File: config.mk
export PLATFORM = sky130hd
export DESIGN_NAME = source_attempt_limiter
export DESIGN_NICKNAME = d
export VERILOG_FILES = /design/src/hdl/sal_pkg.sv /design/src/hdl/sal_datapath.sv /design/src/hdl/sal_ctrl.sv /design/src/hdl/source_attempt_limiter.sv
export SDC_FILE = /design/constraint.sdc
export NUM_CORES = 2
export LEC_CHECK = 0
export ABC_CLOCK_PERIOD_IN_PS = 8500
export CORE_ASPECT_RATIO = 1.5
export CORE_MARGIN = 2
export CORE_UTILIZATION = 40
export CTS_CLUSTER_DIAMETER = 150
export DETAILED_ROUTE_END_ITERATION = 10
export DONT_BUFFER_PORTS = 1
export PLACE_DENSITY_LB_ADDON = 0.1
export SLEW_MARGIN = 20
export SYNTH_ARGS = -nofsm -noshare
export SYNTH_HDL_FRONTEND = slang
export SYNTH_MEMORY_MAX_BITS = 65536
export SYNTH_SLANG_ARGS = --single-unit
export TNS_END_PERCENT = 10
File: constraint.sdc
create_clock -name clk -period 8.5 [get_ports clk]
set_clock_uncertainty 0.15 [all_clocks]
set_input_delay 0 -clock clk [delete_from_list [all_inputs] [get_ports clk]]
set_output_delay 0 -clock clk [all_outputs]
set_load 0.01 [all_outputs]
File: src/hdl/sal_pkg.sv
// Shared types and constants for the source attempt limiter.
// Used by sal_ctrl, sal_datapath and source_attempt_limiter; depends on nothing.
package sal_pkg;

  localparam int COUNT_ENTRIES = 64;
  localparam int BLOCK_ENTRIES = 16;

  localparam int COUNT_IW = $clog2(COUNT_ENTRIES);
  localparam int BLOCK_IW = (BLOCK_ENTRIES > 1) ? $clog2(BLOCK_ENTRIES) : 1;
  localparam int SCAN_MAX = (COUNT_ENTRIES > BLOCK_ENTRIES) ? COUNT_ENTRIES : BLOCK_ENTRIES;
  localparam int SCAN_W   = $clog2(SCAN_MAX + 1);

  localparam int ADDR_W   = 32;
  localparam int CNT_W    = 17;
  localparam int CFG_W    = 16;
  localparam int STATUS_W = 3;
  localparam int INDEX_W  = 2;

  localparam logic [CNT_W-1:0] COUNT_MAX = 17'h10000;

  // Result status codes.
  localparam logic [STATUS_W-1:0] ST_ALLOWED   = 3'd0;
  localparam logic [STATUS_W-1:0] ST_UNBLOCKED = 3'd1;
  localparam logic [STATUS_W-1:0] ST_BLOCKED   = 3'd2;
  localparam logic [STATUS_W-1:0] ST_NEW_BLOCK = 3'd3;
  localparam logic [STATUS_W-1:0] ST_FULL      = 3'd4;

  // Configuration register indexes.
  localparam logic [INDEX_W-1:0] REG_ENABLE         = 2'd0;
  localparam logic [INDEX_W-1:0] REG_ATTEMPT_LIMIT  = 2'd1;
  localparam logic [INDEX_W-1:0] REG_BLOCK_SECONDS  = 2'd2;
  localparam logic [INDEX_W-1:0] REG_CLEAR_INTERVAL = 2'd3;

  typedef enum logic [7:0] {
    S_IDLE   = 8'b0000_0001,
    S_START  = 8'b0000_0010,
    S_BSCAN  = 8'b0000_0100,
    S_BCHECK = 8'b0000_1000,
    S_CSCAN  = 8'b0001_0000,
    S_CCHECK = 8'b0010_0000,
    S_LIMIT  = 8'b0100_0000,
    S_EMIT   = 8'b1000_0000
  } state_t;

  typedef struct packed {
    logic                load_item;
    logic                scan_start;
    logic                scan_block;
    logic                scan_count;
    logic                tick;
    logic                unblock;
    logic                count_update;
    logic                block_insert;
    logic                res_load;
    logic                res_refused;
    logic [STATUS_W-1:0] res_status;
    logic                res_use_count;
    logic                emit;
  } cmd_t;

  typedef struct packed {
    logic op_tick;
    logic enable;
    logic scan_done;
    logic block_hit;
    logic block_expired;
    logic count_hit;
    logic count_free;
    logic over_limit;
    logic block_free;
    logic out_free;
  } stat_t;

endpackage

File: src/hdl/sal_datapath.sv
// Datapath of the source attempt limiter: configuration registers, time keeping,
// count and block tables, table scanner and result registers. Depends on sal_pkg.
module sal_datapath (
  input  logic                           clk,
  input  logic                           rst,
  input  sal_pkg::cmd_t                  cmd,
  output sal_pkg::stat_t                 stat,
  input  logic                           op,
  input  logic [sal_pkg::ADDR_W-1:0]     source_addr,
  input  logic                           cfg_valid,
  input  logic [sal_pkg::INDEX_W-1:0]    cfg_index,
  input  logic [sal_pkg::CFG_W-1:0]      cfg_data,
  output logic                           out_valid,
  input  logic                           out_ready,
  output logic                           refused,
  output logic [sal_pkg::STATUS_W-1:0]   status,
  output logic [sal_pkg::CNT_W-1:0]      attempt_count
);

  // Configuration.
  logic                       enable;
  logic [sal_pkg::CFG_W-1:0]  attempt_limit;
  logic [sal_pkg::CFG_W-1:0]  block_seconds;
  logic [sal_pkg::CFG_W-1:0]  clear_interval;

  // Time.
  logic [31:0]                now_seconds;
  logic [sal_pkg::CFG_W-1:0]  clear_countdown;
  logic [sal_pkg::CFG_W-1:0]  countdown_next;
  logic [sal_pkg::CFG_W-1:0]  interval_eff;

  // Current item.
  logic                       op_q;
  logic [sal_pkg::ADDR_W-1:0] addr_q;

  // Tables. Key and value, or key and stamp, share one memory word.
  logic [sal_pkg::COUNT_ENTRIES-1:0] count_valid;
  logic [sal_pkg::BLOCK_ENTRIES-1:0] block_valid;
  logic [sal_pkg::ADDR_W+sal_pkg::CNT_W-1:0] cmem [sal_pkg::COUNT_ENTRIES];
  logic [sal_pkg::ADDR_W+32-1:0]             bmem [sal_pkg::BLOCK_ENTRIES];
  logic [sal_pkg::ADDR_W+sal_pkg::CNT_W-1:0] cmem_q;
  logic [sal_pkg::ADDR_W+32-1:0]             bmem_q;

  // Scanner.
  logic [sal_pkg::SCAN_W-1:0] scan_idx;
  logic [sal_pkg::SCAN_W-1:0] scan_end;
  logic [sal_pkg::SCAN_W-1:0] rd_idx;
  logic                       rd_pend;
  logic                       issue;

  // Search results.
  logic                        block_hit;
  logic [sal_pkg::BLOCK_IW-1:0] block_slot;
  logic [31:0]                 block_stamp;
  logic                        block_free;
  logic [sal_pkg::BLOCK_IW-1:0] block_free_slot;
  logic                        count_hit;
  logic [sal_pkg::COUNT_IW-1:0] count_slot;
  logic [sal_pkg::CNT_W-1:0]   count_old;
  logic                        count_free;
  logic [sal_pkg::COUNT_IW-1:0] count_free_slot;

  logic [sal_pkg::COUNT_IW-1:0] upd_slot;
  logic [sal_pkg::CNT_W-1:0]    upd_base;
  logic [sal_pkg::CNT_W-1:0]    count_next;
  logic [sal_pkg::CNT_W-1:0]    new_count;
  logic [31:0]                  elapsed;

  // Pending result, waiting for the output register.
  logic                         res_refused;
  logic [sal_pkg::STATUS_W-1:0] res_status;
  logic [sal_pkg::CNT_W-1:0]    res_count;

  always_ff @(posedge clk) begin
    if (rst) begin
      enable         <= 1'b0;
      attempt_limit  <= 16'd10;
      block_seconds  <= 16'd60;
      clear_interval <= 16'd60;
    end else if (cfg_valid) begin
      case (cfg_index)
        sal_pkg::REG_ENABLE:         enable         <= cfg_data[0];
        sal_pkg::REG_ATTEMPT_LIMIT:  attempt_limit  <= cfg_data;
        sal_pkg::REG_BLOCK_SECONDS:  block_seconds  <= cfg_data;
        sal_pkg::REG_CLEAR_INTERVAL: clear_interval <= cfg_data;
        default: ;
      endcase
    end
  end

  assign interval_eff   = (clear_interval == '0) ? 16'd1 : clear_interval;
  assign countdown_next = clear_countdown + 16'd1;

  always_ff @(posedge clk) begin
    if (cmd.load_item) begin
      op_q   <= op;
      addr_q <= source_addr;
    end
  end

  // Scanner: one read issued per cycle, compared in the cycle after it is issued.
  assign scan_end = cmd.scan_block ? sal_pkg::SCAN_W'(sal_pkg::BLOCK_ENTRIES)
                                   : sal_pkg::SCAN_W'(sal_pkg::COUNT_ENTRIES);
  assign issue    = (cmd.scan_block || cmd.scan_count) && (scan_idx < scan_end);

  always_ff @(posedge clk) begin
    if (rst) begin
      scan_idx <= '0;
      rd_pend  <= 1'b0;
    end else if (cmd.scan_start) begin
      scan_idx <= '0;
      rd_pend  <= 1'b0;
    end else begin
      rd_pend <= issue;
      if (issue) begin
        rd_idx   <= scan_idx;
        scan_idx <= scan_idx + 1'b1;
      end
    end
  end

  always_ff @(posedge clk) begin
    if (cmd.scan_block && issue) begin
      bmem_q <= bmem[scan_idx[sal_pkg::BLOCK_IW-1:0]];
    end
    if (cmd.block_insert) begin
      bmem[block_free_slot] <= {addr_q, now_seconds};
    end
  end

  always_ff @(posedge clk) begin
    if (cmd.scan_count && issue) begin
      cmem_q <= cmem[scan_idx[sal_pkg::COUNT_IW-1:0]];
    end
    if (cmd.count_update) begin
      cmem[upd_slot] <= {addr_q, count_next};
    end
  end

  // Search result capture.
  always_ff @(posedge clk) begin
    if (cmd.load_item) begin
      block_hit  <= 1'b0;
      block_free <= 1'b0;
      count_hit  <= 1'b0;
      count_free <= 1'b0;
    end else if (rd_pend && cmd.scan_block) begin
      if (block_valid[rd_idx[sal_pkg::BLOCK_IW-1:0]]) begin
        if (bmem_q[63:32] == addr_q) begin
          block_hit   <= 1'b1;
          block_slot  <= rd_idx[sal_pkg::BLOCK_IW-1:0];
          block_stamp <= bmem_q[31:0];
        end
      end else if (!block_free) begin
        block_free      <= 1'b1;
        block_free_slot <= rd_idx[sal_pkg::BLOCK_IW-1:0];
      end
    end else if (rd_pend && cmd.scan_count) begin
      if (count_valid[rd_idx[sal_pkg::COUNT_IW-1:0]]) begin
        if (cmem_q[sal_pkg::ADDR_W+sal_pkg::CNT_W-1:sal_pkg::CNT_W] == addr_q) begin
          count_hit  <= 1'b1;
          count_slot <= rd_idx[sal_pkg::COUNT_IW-1:0];
          count_old  <= cmem_q[sal_pkg::CNT_W-1:0];
        end
      end else if (!count_free) begin
        count_free      <= 1'b1;
        count_free_slot <= rd_idx[sal_pkg::COUNT_IW-1:0];
      end
    end
  end

  assign upd_slot   = count_hit ? count_slot : count_free_slot;
  assign upd_base   = count_hit ? count_old : '0;
  assign count_next = (upd_base == sal_pkg::COUNT_MAX) ? upd_base : upd_base + 1'b1;
  assign elapsed    = now_seconds - block_stamp;

  always_ff @(posedge clk) begin
    if (cmd.count_update) begin
      new_count <= count_next;
    end
  end

  // Time keeping and valid bits.
  always_ff @(posedge clk) begin
    if (rst) begin
      now_seconds     <= '0;
      clear_countdown <= '0;
      count_valid     <= '0;
      block_valid     <= '0;
    end else begin
      if (cmd.tick) begin
        now_seconds <= now_seconds + 32'd1;
        if (countdown_next >= interval_eff) begin
          clear_countdown <= '0;
          count_valid     <= '0;
        end else begin
          clear_countdown <= countdown_next;
        end
      end
      if (cmd.count_update) begin
        count_valid[upd_slot] <= 1'b1;
      end
      if (cmd.unblock) begin
        block_valid[block_slot] <= 1'b0;
      end
      if (cmd.block_insert) begin
        block_valid[block_free_slot] <= 1'b1;
      end
    end
  end

  always_ff @(posedge clk) begin
    if (cmd.res_load) begin
      res_refused <= cmd.res_refused;
      res_status  <= cmd.res_status;
      res_count   <= cmd.res_use_count ? new_count : '0;
    end
  end

  always_ff @(posedge clk) begin
    if (rst) begin
      out_valid <= 1'b0;
    end else if (cmd.emit) begin
      out_valid <= 1'b1;
    end else if (out_ready) begin
      out_valid <= 1'b0;
    end
  end

  always_ff @(posedge clk) begin
    if (cmd.emit) begin
      refused       <= res_refused;
      status        <= res_status;
      attempt_count <= res_count;
    end
  end

  assign stat.op_tick       = op_q;
  assign stat.enable        = enable;
  assign stat.scan_done     = (scan_idx == scan_end) && !rd_pend;
  assign stat.block_hit     = block_hit;
  assign stat.block_expired = elapsed > {16'd0, block_seconds};
  assign stat.count_hit     = count_hit;
  assign stat.count_free    = count_free;
  assign stat.over_limit    = new_count > {1'b0, attempt_limit};
  assign stat.block_free    = block_free;
  assign stat.out_free      = !out_valid || out_ready;

endmodule

File: src/hdl/sal_ctrl.sv
// Controller state machine of the source attempt limiter.
// Sequences the datapath through block search, count search and update. Depends on sal_pkg.
module sal_ctrl (
  input  logic           clk,
  input  logic           rst,
  input  logic           in_valid,
  output logic           in_ready,
  input  sal_pkg::stat_t stat,
  output sal_pkg::cmd_t  cmd
);

  sal_pkg::state_t state;
  sal_pkg::state_t state_next;

  always_ff @(posedge clk) begin
    if (rst) begin
      state <= sal_pkg::S_IDLE;
    end else begin
      state <= state_next;
    end
  end

  assign in_ready = (state == sal_pkg::S_IDLE);

  always_comb begin
    state_next = state;
    cmd        = '0;
    case (state)
      sal_pkg::S_IDLE: begin
        if (in_valid) begin
          cmd.load_item = 1'b1;
          state_next    = sal_pkg::S_START;
        end
      end
      sal_pkg::S_START: begin
        if (stat.op_tick) begin
          cmd.tick   = 1'b1;
          state_next = sal_pkg::S_IDLE;
        end else if (!stat.enable) begin
          cmd.res_load   = 1'b1;
          cmd.res_status = sal_pkg::ST_ALLOWED;
          state_next     = sal_pkg::S_EMIT;
        end else begin
          cmd.scan_start = 1'b1;
          state_next     = sal_pkg::S_BSCAN;
        end
      end
      sal_pkg::S_BSCAN: begin
        cmd.scan_block = 1'b1;
        if (stat.scan_done) begin
          state_next = sal_pkg::S_BCHECK;
        end
      end
      sal_pkg::S_BCHECK: begin
        if (stat.block_hit) begin
          cmd.res_load = 1'b1;
          if (stat.block_expired) begin
            cmd.unblock    = 1'b1;
            cmd.res_status = sal_pkg::ST_UNBLOCKED;
          end else begin
            cmd.res_refused = 1'b1;
            cmd.res_status  = sal_pkg::ST_BLOCKED;
          end
          state_next = sal_pkg::S_EMIT;
        end else begin
          cmd.scan_start = 1'b1;
          state_next     = sal_pkg::S_CSCAN;
        end
      end
      sal_pkg::S_CSCAN: begin
        cmd.scan_count = 1'b1;
        if (stat.scan_done) begin
          state_next = sal_pkg::S_CCHECK;
        end
      end
      sal_pkg::S_CCHECK: begin
        if (!stat.count_hit && !stat.count_free) begin
          cmd.res_load   = 1'b1;
          cmd.res_status = sal_pkg::ST_FULL;
          state_next     = sal_pkg::S_EMIT;
        end else begin
          cmd.count_update = 1'b1;
          state_next       = sal_pkg::S_LIMIT;
        end
      end
      sal_pkg::S_LIMIT: begin
        cmd.res_load      = 1'b1;
        cmd.res_use_count = 1'b1;
        if (stat.over_limit) begin
          if (stat.block_free) begin
            cmd.block_insert = 1'b1;
            cmd.res_refused  = 1'b1;
            cmd.res_status   = sal_pkg::ST_NEW_BLOCK;
          end else begin
            cmd.res_status = sal_pkg::ST_FULL;
          end
        end else begin
          cmd.res_status = sal_pkg::ST_ALLOWED;
        end
        state_next = sal_pkg::S_EMIT;
      end
      sal_pkg::S_EMIT: begin
        // Wait until the output register has room for this result.
        if (stat.out_free) begin
          cmd.emit   = 1'b1;
          state_next = sal_pkg::S_IDLE;
        end
      end
      default: begin
        state_next = sal_pkg::S_IDLE;
      end
    endcase
  end

endmodule

File: src/hdl/source_attempt_limiter.sv
// Per-source connection attempt limiter, top level.
// A tick advances time and gives no result. An attempt is paced by the
// one-entry-per-cycle scan of the block table and then the count table.
// One item is in work at a time.
// Synchronous reset clears configuration to defaults, time, and all table valid bits.
module source_attempt_limiter (
  input  logic                           clk,
  input  logic                           rst,
  input  logic                           in_valid,
  output logic                           in_ready,
  input  logic                           op,
  input  logic [sal_pkg::ADDR_W-1:0]     source_addr,
  output logic                           out_valid,
  input  logic                           out_ready,
  output logic                           refused,
  output logic [sal_pkg::STATUS_W-1:0]   status,
  output logic [sal_pkg::CNT_W-1:0]      attempt_count,
  input  logic                           cfg_valid,
  output logic                           cfg_ready,
  input  logic [sal_pkg::INDEX_W-1:0]    cfg_index,
  input  logic [sal_pkg::CFG_W-1:0]      cfg_data
);

  sal_pkg::cmd_t  cmd;
  sal_pkg::stat_t stat;

  assign cfg_ready = 1'b1;

  sal_ctrl u_ctrl (
    .clk      (clk),
    .rst      (rst),
    .in_valid (in_valid),
    .in_ready (in_ready),
    .stat     (stat),
    .cmd      (cmd)
  );

  sal_datapath u_datapath (
    .clk           (clk),
    .rst           (rst),
    .cmd           (cmd),
    .stat          (stat),
    .op            (op),
    .source_addr   (source_addr),
    .cfg_valid     (cfg_valid),
    .cfg_index     (cfg_index),
    .cfg_data      (cfg_data),
    .out_valid     (out_valid),
    .out_ready     (out_ready),
    .refused       (refused),
    .status        (status),
    .attempt_count (attempt_count)
  );

endmodule
==> flow_metrics.env <==
export IMPL_outcome="finished, final reports clean"
export IMPL_antenna_found_initial=23
export IMPL_ys_seq_area_frac=0.7694
export IMPL_dp_slack_ns=2.236
export IMPL_cp_max_fo=20
export IMPL_cts_hold_buffers=170
export IMPL_reg2reg_slack_ns=2.22
export IMPL_synthToLayoutAreaGrowth_pct=14.35
export IMPL_worstSetupEndpointType="register"
export IMPL_drc=0
export IMPL_grt_pass1_wl_mm=713.8
export IMPL_wirelength_mm=510.7
export IMPL_slew_headroom=0.2295
export IMPL_finalCritPeriodShare=0.7388
export IMPL_ant_nets=0
export IMPL_drv_cap=0
export IMPL_ys_flop_type="edfxtp_1"
export IMPL_cts_setup_buffers=0
export IMPL_cts_tree="built"
export IMPL_layout_common_cells="edfxtp_1 (4,440), mux4_2 (1,375), clkbuf_16 (449)"
export IMPL_clk_pin_slew_ns=0.07
export IMPL_wl_per_cell_um=35.03
export IMPL_layout_commonest_cell="edfxtp_1"
export IMPL_reg2reg_to="u_datapath.res_status[0]"
export IMPL_critPathRequiredTime_ns=9.10
export IMPL_hold_violations=0
export IMPL_synth_edff_count=4440
export IMPL_cts_buffer_depth=4
export IMPL_layout_drive_gt1_share=0.2825
export IMPL_synthCells=7779
export IMPL_ios=80
export IMPL_critPathKind="reg2reg"
export IMPL_track_usage=0.2250
export IMPL_grt_ovfl_total=0
export IMPL_yosysWarnings=0
export IMPL_r2r_start="u_datapath.now_seconds[0]"
export IMPL_vias=84140
export IMPL_grt_pass1_vias=89420
export IMPL_clock_latency_ns=1.04
export IMPL_cts_root_buf="clkbuf_16"
export IMPL_cp_slowest_cell="dfxtp_1"
export IMPL_synthArstFlopShare=0
export IMPL_fin_nets=8446
export IMPL_grt_setup_unrepaired="no"
export IMPL_viasPerCell=5.771
export IMPL_final_area_mm2=0.2040
export IMPL_place_gp_congestion=0.8232
export IMPL_worstHoldStart="source_addr[17]"
export IMPL_post_dp_hpwl_mm=288.0
export IMPL_die_area_mm2=0.4516
export IMPL_syn_nets=7923
export IMPL_hold_depth=2
export IMPL_critPathMaxStageDelay_ns=0.79
export IMPL_start_util=0.4015
export IMPL_netlist_area_mm2=0.1784
export IMPL_ys_types=86
export IMPL_min_period_ns=6.280
export IMPL_cts_made_buffers=441
export IMPL_cellLeakagePower_uw=0.06241
export IMPL_coreArea_mm2=0.4444
export IMPL_core_rowCount=300
export IMPL_fin_tns_setup_ns=0
export IMPL_worst_slew_pin_slew_ns=1.153
export IMPL_setup_ws_ns=2.220
export IMPL_grt_max_degree=126
export IMPL_fmax_mhz=159.2
export IMPL_start_kind="register"
export IMPL_dr_pass1_iters=6
export IMPL_power_density_mw_per_mm2=222.6
export IMPL_r2r_cells=20
export IMPL_crit_chain="inv_1, ha_1, fa_1, nor2b_1, o2111ai_1, a211o_1, and2_1, xnor2_1, ha_1, nand3_2, nor3_1, a221o_1, a21oi_1, a21oi_1, or4_1, or4b_1, nor4b_2, a31oi_2, buf_4, or2_1"
export IMPL_clock_sinks=4638
export IMPL_die_x_um=549.3
export IMPL_synth_seq_cells=4638
export IMPL_drtIter0Drc=8111
export IMPL_arrival_ns=6.88
export IMPL_drv_slew=0
export IMPL_die_y_um=822.0
export IMPL_hold_path_class="in2reg"
export IMPL_cts_max_level=5
export IMPL_min_delay_worst_endpoint="u_datapath.addr_q[17]"
export IMPL_setup_viol=0
export IMPL_syn_area_per_cell_um2=22.94
export IMPL_portBuffers=0
export IMPL_fillers=36800
export IMPL_ir_worst_vdd_mv=0.1829
export IMPL_post_dp_cell_area_mm2=0.1880
export IMPL_cts_resized=0
flip-flops by register name, summed over array words and instances (netlist names), 17 cells and up:
| signal | count |
|---|---|
| u_datapath.addr_q | 32 |
| u_datapath.block_stamp | 32 |
| u_datapath.bmem_q | 64 |
| u_datapath.bmem | 1024 |
| u_datapath.count_valid | 64 |
| u_datapath.cmem | 3136 |
| u_datapath.attempt_count | 17 |
| u_datapath.now_seconds | 32 |
| u_datapath.cmem_q | 49 |
| u_datapath.res_count | 17 |
| u_datapath.new_count | 17 |
| u_datapath.count_old | 17 |
worst max-delay path by stage:
stage                                          from                        to  cells after the start  slack [ns]
final                     u_datapath.now_seconds[0]  u_datapath.res_status[0]                     20        2.22
after detailed placement  u_datapath.now_seconds[0]  u_datapath.res_status[0]                     19        2.24
after CTS                 u_datapath.now_seconds[0]  u_datapath.res_status[0]                     19        2.20
after global placement    u_datapath.now_seconds[0]  u_datapath.res_status[0]                     20        2.23
after global routing      u_datapath.now_seconds[0]  u_datapath.res_status[0]                     20        1.83
after floorplan                     u_ctrl.state[3]     u_datapath.bmem[0][0]                      8        1.30
final cells by class:
| class | instances | area [um^2] | share of cell area |
|---|---|---|---|
| Clock buffer | 553 | 11670 | 0.05718 |
| Inverter | 110 | 412.9 | 0.002024 |
| Antenna cell | 8 | 20.02 | 0.00009811 |
| Sequential cell | 4638 | 137300 | 0.6730 |
| Timing Repair Buffer | 454 | 4578 | 0.02244 |
| Multi-Input combinational cell | 2657 | 40050 | 0.1963 |
| Tap cell | 5889 | 7368 | 0.03611 |
| Clock inverter | 271 | 2633 | 0.01290 |
layer usage:
| metal | up-vias | wire (um) | GRT usage |
|---|---|---|---|
| li1 | 34120 | - | - |
| met5 | - | 13 | 0 |
| met3 | 633 | 19500 | 0.02126 |
| met1 | 47100 | 199600 | 0.2817 |
| met2 | 2280 | 278400 | 0.4152 |
| met4 | 2 | 13240 | 0.05783 |
critical path: cells and delay by family (launching register included):
family	cells	cell delay [ns]
flip-flops	1	0.79
buffers and inverters	2	0.37
AND/OR/NAND/NOR	8	2.11
adder cells (fa/ha/maj)	3	0.96
AO/OA/AOI/OAI	6	1.44
XOR/XNOR	1	0.21
power by group:
group / internal, uW / switching (uW) / total (uW)
Combinational: 110 / 459 / 569
Clock: 11100 / 8730 / 19800
Sequential: 25000 / 40.6 / 25000
Total: 36200 / 9230 / 45400
metrics by stage:
| step | instances | utilization | hold slack, ns | total power [uW] |
|---|---|---|---|---|
| 6_report | 14580 | 0.4591 | 0.1056 | 45420 |
| 5_1_grt | 14580 | 0.4591 | 0.07575 | 46640 |
| 4_1_cts | 14570 | 0.4590 | 0.02478 | 45850 |
| 2_1_floorplan | 7779 | - | -0.05113 | 25710 |
| 3_5_place_dp | 13580 | 0.4230 | -0.05240 | 25990 |
| 3_3_place_gp | 13570 | 0.4228 | -0.05750 | 25970 |
synth_stat cells (12+ instances only):
| cell | instances | area, um^2 |
|---|---|---|
| inv_1 | 108 | 405.4 |
| edfxtp_1 | 4440 | 133300 |
| dfxtp_1 | 198 | 3964 |
| nand3_1 | 48 | 240.2 |
| a21o_1 | 23 | 172.7 |
| xnor2_1 | 42 | 367.9 |
| buf_1 | 117 | 439.2 |
| nor3_1 | 31 | 155.2 |
| nor2b_1 | 14 | 87.58 |
| a32oi_1 | 21 | 183.9 |
| nand2b_1 | 12 | 75.07 |
| nand4_1 | 24 | 150.1 |
| nand2_1 | 198 | 743.2 |
| or3_1 | 18 | 112.6 |
| and2_1 | 32 | 200.2 |
| a22o_1 | 66 | 578.1 |
| nor4_1 | 31 | 193.9 |
| clkbuf_1 | 244 | 915.9 |
| a21oi_1 | 113 | 565.5 |
| nor2_1 | 188 | 705.7 |
| xor2_1 | 103 | 902.1 |
| o211ai_1 | 22 | 165.2 |
| and3_1 | 22 | 137.6 |
| o21a_1 | 12 | 90.09 |
| ha_1 | 87 | 1089 |
| o21ai_0 | 47 | 235.2 |
| mux4_2 | 1375 | 30970 |
logic make-up (layout without fill, tap and decap cells):
| logic type | count (synthesis) | after routing | share of synthesized area |
|---|---|---|---|
| AOI/OAI and AO/OA | 378 | 378 | 0.01501 |
| muxes | 1385 | 1385 | 0.1741 |
| buffers and inverters | 484 | 1388 | 0.01037 |
| and+or+nand+nor | 660 | 660 | 0.01775 |
| other | 1 | 9 | 0.00002102 |
| xor gates and xnor gates | 145 | 145 | 0.007117 |
| DFF | 4638 | 4638 | 0.7694 |
| adders and majority gates | 88 | 88 | 0.006212 |
No activity file was read; power rests on OpenSTA's default activity.
